**config.mk**
```make
export PLATFORM = sky130hd
export DESIGN_NAME = ccbt_corner_cmp
export DESIGN_NICKNAME = d
export VERILOG_FILES = /design/src/sv/ccbt_pkg.sv /design/src/sv/ccbt_corner_cmp.sv
export SDC_FILE = /design/constraint.sdc
export NUM_CORES = 1
export LEC_CHECK = 0
export BUFFER_PORTS_ARGS = -buffer_cell sky130_fd_sc_hd__buf_2
export CAP_MARGIN = 20
export CORE_MARGIN = 1
export CORE_UTILIZATION = 49
export DETAILED_ROUTE_END_ITERATION = 16
export PLACE_DENSITY = 0.7
export SLEW_MARGIN = 10
export SYNTH_ARGS = -nofsm -noshare
export SYNTH_HDL_FRONTEND = slang
export SYNTH_SLANG_ARGS = --single-unit
```
**constraint.sdc**
```tcl
create_clock -name vclk -period 9.38
set_input_delay 1.876 -clock vclk [all_inputs]
set_output_delay 1.876 -clock vclk [all_outputs]
set_load 0.005 [all_outputs]
```
**src/sv/ccbt_pkg.sv**
```systemverilog
package ccbt_pkg;

   localparam int NUM_COEF  = 16;
   localparam int NUM_ROWS  = 4;
   localparam int NUM_CORN  = 8;
   localparam int FIX_SHIFT = 16;

   typedef logic signed [31:0] coef_type;
   typedef logic signed [63:0] prod_type;
   typedef logic signed [67:0] acc_type;
   typedef logic [3:0]         csr_index_type;
   typedef logic [63:0]        csr_data_type;

   localparam csr_index_type NUM_REGS = 4'd8;
   localparam coef_type      FIX_ONE  = 32'sd65536;

   // column-major, coef[col * 4 + row]; identity
   localparam coef_type COEF_RESET [NUM_COEF] = '{
      FIX_ONE, 32'sd0, 32'sd0, 32'sd0,
      32'sd0, FIX_ONE, 32'sd0, 32'sd0,
      32'sd0, 32'sd0, FIX_ONE, 32'sd0,
      32'sd0, 32'sd0, 32'sd0, FIX_ONE
   };

endpackage

```
**src/sv/ccbt_corner_cmp.sv**
```systemverilog
module ccbt_corner_cmp (
   input  ccbt_pkg::acc_type acc [ccbt_pkg::NUM_ROWS],
   output logic              outside
);

   ccbt_pkg::acc_type lo_sum [3];
   ccbt_pkg::acc_type hi_dif [3];
   logic [2:0]        lo_out;
   logic [2:0]        hi_out;

   // below -w: c + w < 0 ; above w: c - w > 0 ; equal counts as inside
   always_comb begin
      for (int r = 0; r < 3; r++) begin
         lo_sum[r] = acc[r] + acc[3];
         hi_dif[r] = acc[r] - acc[3];
         lo_out[r] = lo_sum[r][67];
         hi_out[r] = !hi_dif[r][67] && (hi_dif[r] != '0);
      end
      outside = |lo_out || |hi_out;
   end

endmodule

```
==> impl_metrics.ini <==
[outcome]
status = completed

[timing]
min_period_ns = 9.05
rsz0062_at_grt = no
setup_violations = 0
min_period_over_period_pct = 96.4
worst_slew_pin_slew_ns = 1.13
fmax_ghz = 0.111
maxSlewViolCount = 0
setup_tns_ns = 0
finalHoldViolCount = 0
slew_headroom_pct = 22.6

[logic_synthesis]
syn_nets = 3506
synthCells = 2829
mappedNetlistArea_um2 = 18800
syn_area_per_cell_um2 = 6.64
ys_warn_count = 0
synth.distinct_cells = 88
ys_seq_area_share_pct = 0

[placement]
dp_hpwl_um = 78500
port_buffers = 273
place.gp.congestion = 1.14
place_inst = 3442

[setup_path]
required_ns = 7.50
cp_cell_sequence = buf_2 -> inv_1 -> ha_1 -> nor4_1 -> nand3b_1 -> nand4bb_1 -> nor2_1 -> nand3_1 -> a211oi_1 -> nor4_1 -> xnor2_1 -> or3_1 -> mux2i_1 -> nand4_1 -> or4_1 -> a221o_1 -> buf_2
worstSetupEndpointType = primary output
slowest_delay_ns = 0.71
critical_path_buf_inv_count = 3
start_kind = input port
crit_family = simple AND/OR/NAND/NOR gates
cp_slowest_cell = a211oi_1
crit_fanout = 7
arrival_ns = 7.17
crit_type = input port to primary output

[die]
rows = 71
dieHeight_um = 198
die_w_um = 198
die_area_um2 = 39100
io_pins = 273
coreArea_um2 = 37700
start_util_pct = 49.8

[drt]
antenna_left = 0
dr.max_layer_used = met5
drc_errors = 0
routed_wl_um = 90900
vias_per_cell = 6.80
dr.pass1.iters = 8
vias = 23400
drtIter0Drc = 2478
route.met2.wl_um = 38700
wl_met3_um = 9930
wl_met1_um = 33500
wl_per_cell_um = 26.4

[grt]
antenna_found_initial = 6
overflow = 0
grt.total_usage_pct = 44.8
grt_pass1_vias = 22000
grt_pass1_wl_um = 133000
grt_max_degree = 16

[layout]
drive_gt1_share_pct = 11.5
final_cells = 3446
fill_cells = 3883
seq_cells = 0
nClkBuffers = 0
regArea_um2 = 0
area_delta_synth_final_pct = 7.04
fin_nets = 3610

[clock_network]
cts-resized-gates = 0
post_cts_buffers = 0
hold_buffers = 0

[run]
maxCapViolCount = 0

[worst_hold_path]
hp-class = input port to primary output
==> through the flow <==
stage                     utilization [%]  area [um2]  setup WS (ns)  hold WS [ns]
after floorplan                         -       18800           2.06          4.06
after global placement               53.3       20100          0.637          4.41
after detailed placement             53.3       20100          0.712          4.40
after CTS                            53.3       20100          0.701          4.40
after global routing                 53.3       20100          0.243          4.44
final                                53.3       20100          0.333          4.43
==> worst min-delay path, cell delays in order <==
cell     delay (ns)
buf_2          0.11
xor2_1         0.08
xnor2_1        0.18
a221o_1        0.19
buf_2          0.12
==> cells in the mapped netlist (all sizes together), types with 13 or more instances <==
master	n	area, um2
a21boi	14	105
clkbuf	133	499
xnor2	88	771
ha	402	5030
a21o	61	458
nand4	105	657
nand3	52	260
inv	181	679
buf	43	229
o211ai	30	235
xor2	47	412
nand2b	27	169
and3	18	113
or4	23	180
or3	20	125
nor2b	24	150
nand2	251	945
a31oi	47	328
nor2	224	841
nor4	56	350
o2111ai	13	114
o21ai	198	1000
a21oi	344	1770
o21bai	41	312
nor3	56	280
a211oi	27	203
o21a	44	330
or2	17	106
o31ai	27	216
and2	16	100
a2111oi	16	140
a221oi	18	164
==> final timing paths <==
path	from	slack, ns	cells after the start	to
setup / recovery	acc[52]	0.33	17	outside
hold / removal	acc[135]	4.43	5	outside
==> area by class of cell <==
| type | instances | area, um2 | area share [%] |
|---|---|---|---|
| Tap cell | 511 | 639 | 3.18 |
| Multi-Input combinational cell | 2472 | 17400 | 86.4 |
| Timing Repair Buffer | 278 | 1400 | 6.97 |
| Inverter | 181 | 679 | 3.38 |
| Antenna cell | 4 | 10.0 | 0.0498 |
==> routing by layer <==
layer | vias to the layer above | track usage (%)
met5 | - | 0
met4 | 4 | 37.1
met3 | 377 | 8.53
met2 | 1624 | 70.9
met1 | 10800 | 52.5
li1 | 10600 | -
==> layout by cell type, fill, tap and decap left out, types with 9 or more instances in the layout <==
| cell | count |
|---|---|
| o21ai_1 | 15 |
| nand4_1 | 105 |
| o22ai_1 | 12 |
| o21ai_0 | 180 |
| nor2_1 | 224 |
| a22oi_1 | 10 |
| nand2b_1 | 27 |
| o211ai_1 | 28 |
| a21oi_2 | 9 |
| nor3_1 | 56 |
| o21a_1 | 44 |
| a221oi_1 | 17 |
| nand3_1 | 52 |
| nor4_1 | 56 |
| or3_1 | 20 |
| a21boi_0 | 13 |
| nor3b_1 | 10 |
| and3_1 | 18 |
| xnor2_1 | 88 |
| nor2b_1 | 24 |
| or2_2 | 15 |
| nand3b_1 | 11 |
| inv_1 | 179 |
| xor2_1 | 47 |
| o2111ai_1 | 13 |
| a31oi_1 | 43 |
| nand2_1 | 250 |
| a21oi_1 | 334 |
| or4_1 | 21 |
| and2_1 | 16 |
| o31ai_1 | 26 |
| a211oi_1 | 27 |
| a21o_1 | 61 |
| o21bai_1 | 40 |
| ha_1 | 402 |
| buf_2 | 273 |
| a2111oi_0 | 16 |
==> kinds of logic after synthesis <==
group / Yosys count / share of synthesized area (%)
mux: 12 / 0.667
compound gates: 988 / 33.7
xor+xnor: 135 / 6.30
simple gates: 932 / 24.7
fa+ha+maj: 405 / 27.1
buf+inv: 357 / 7.50
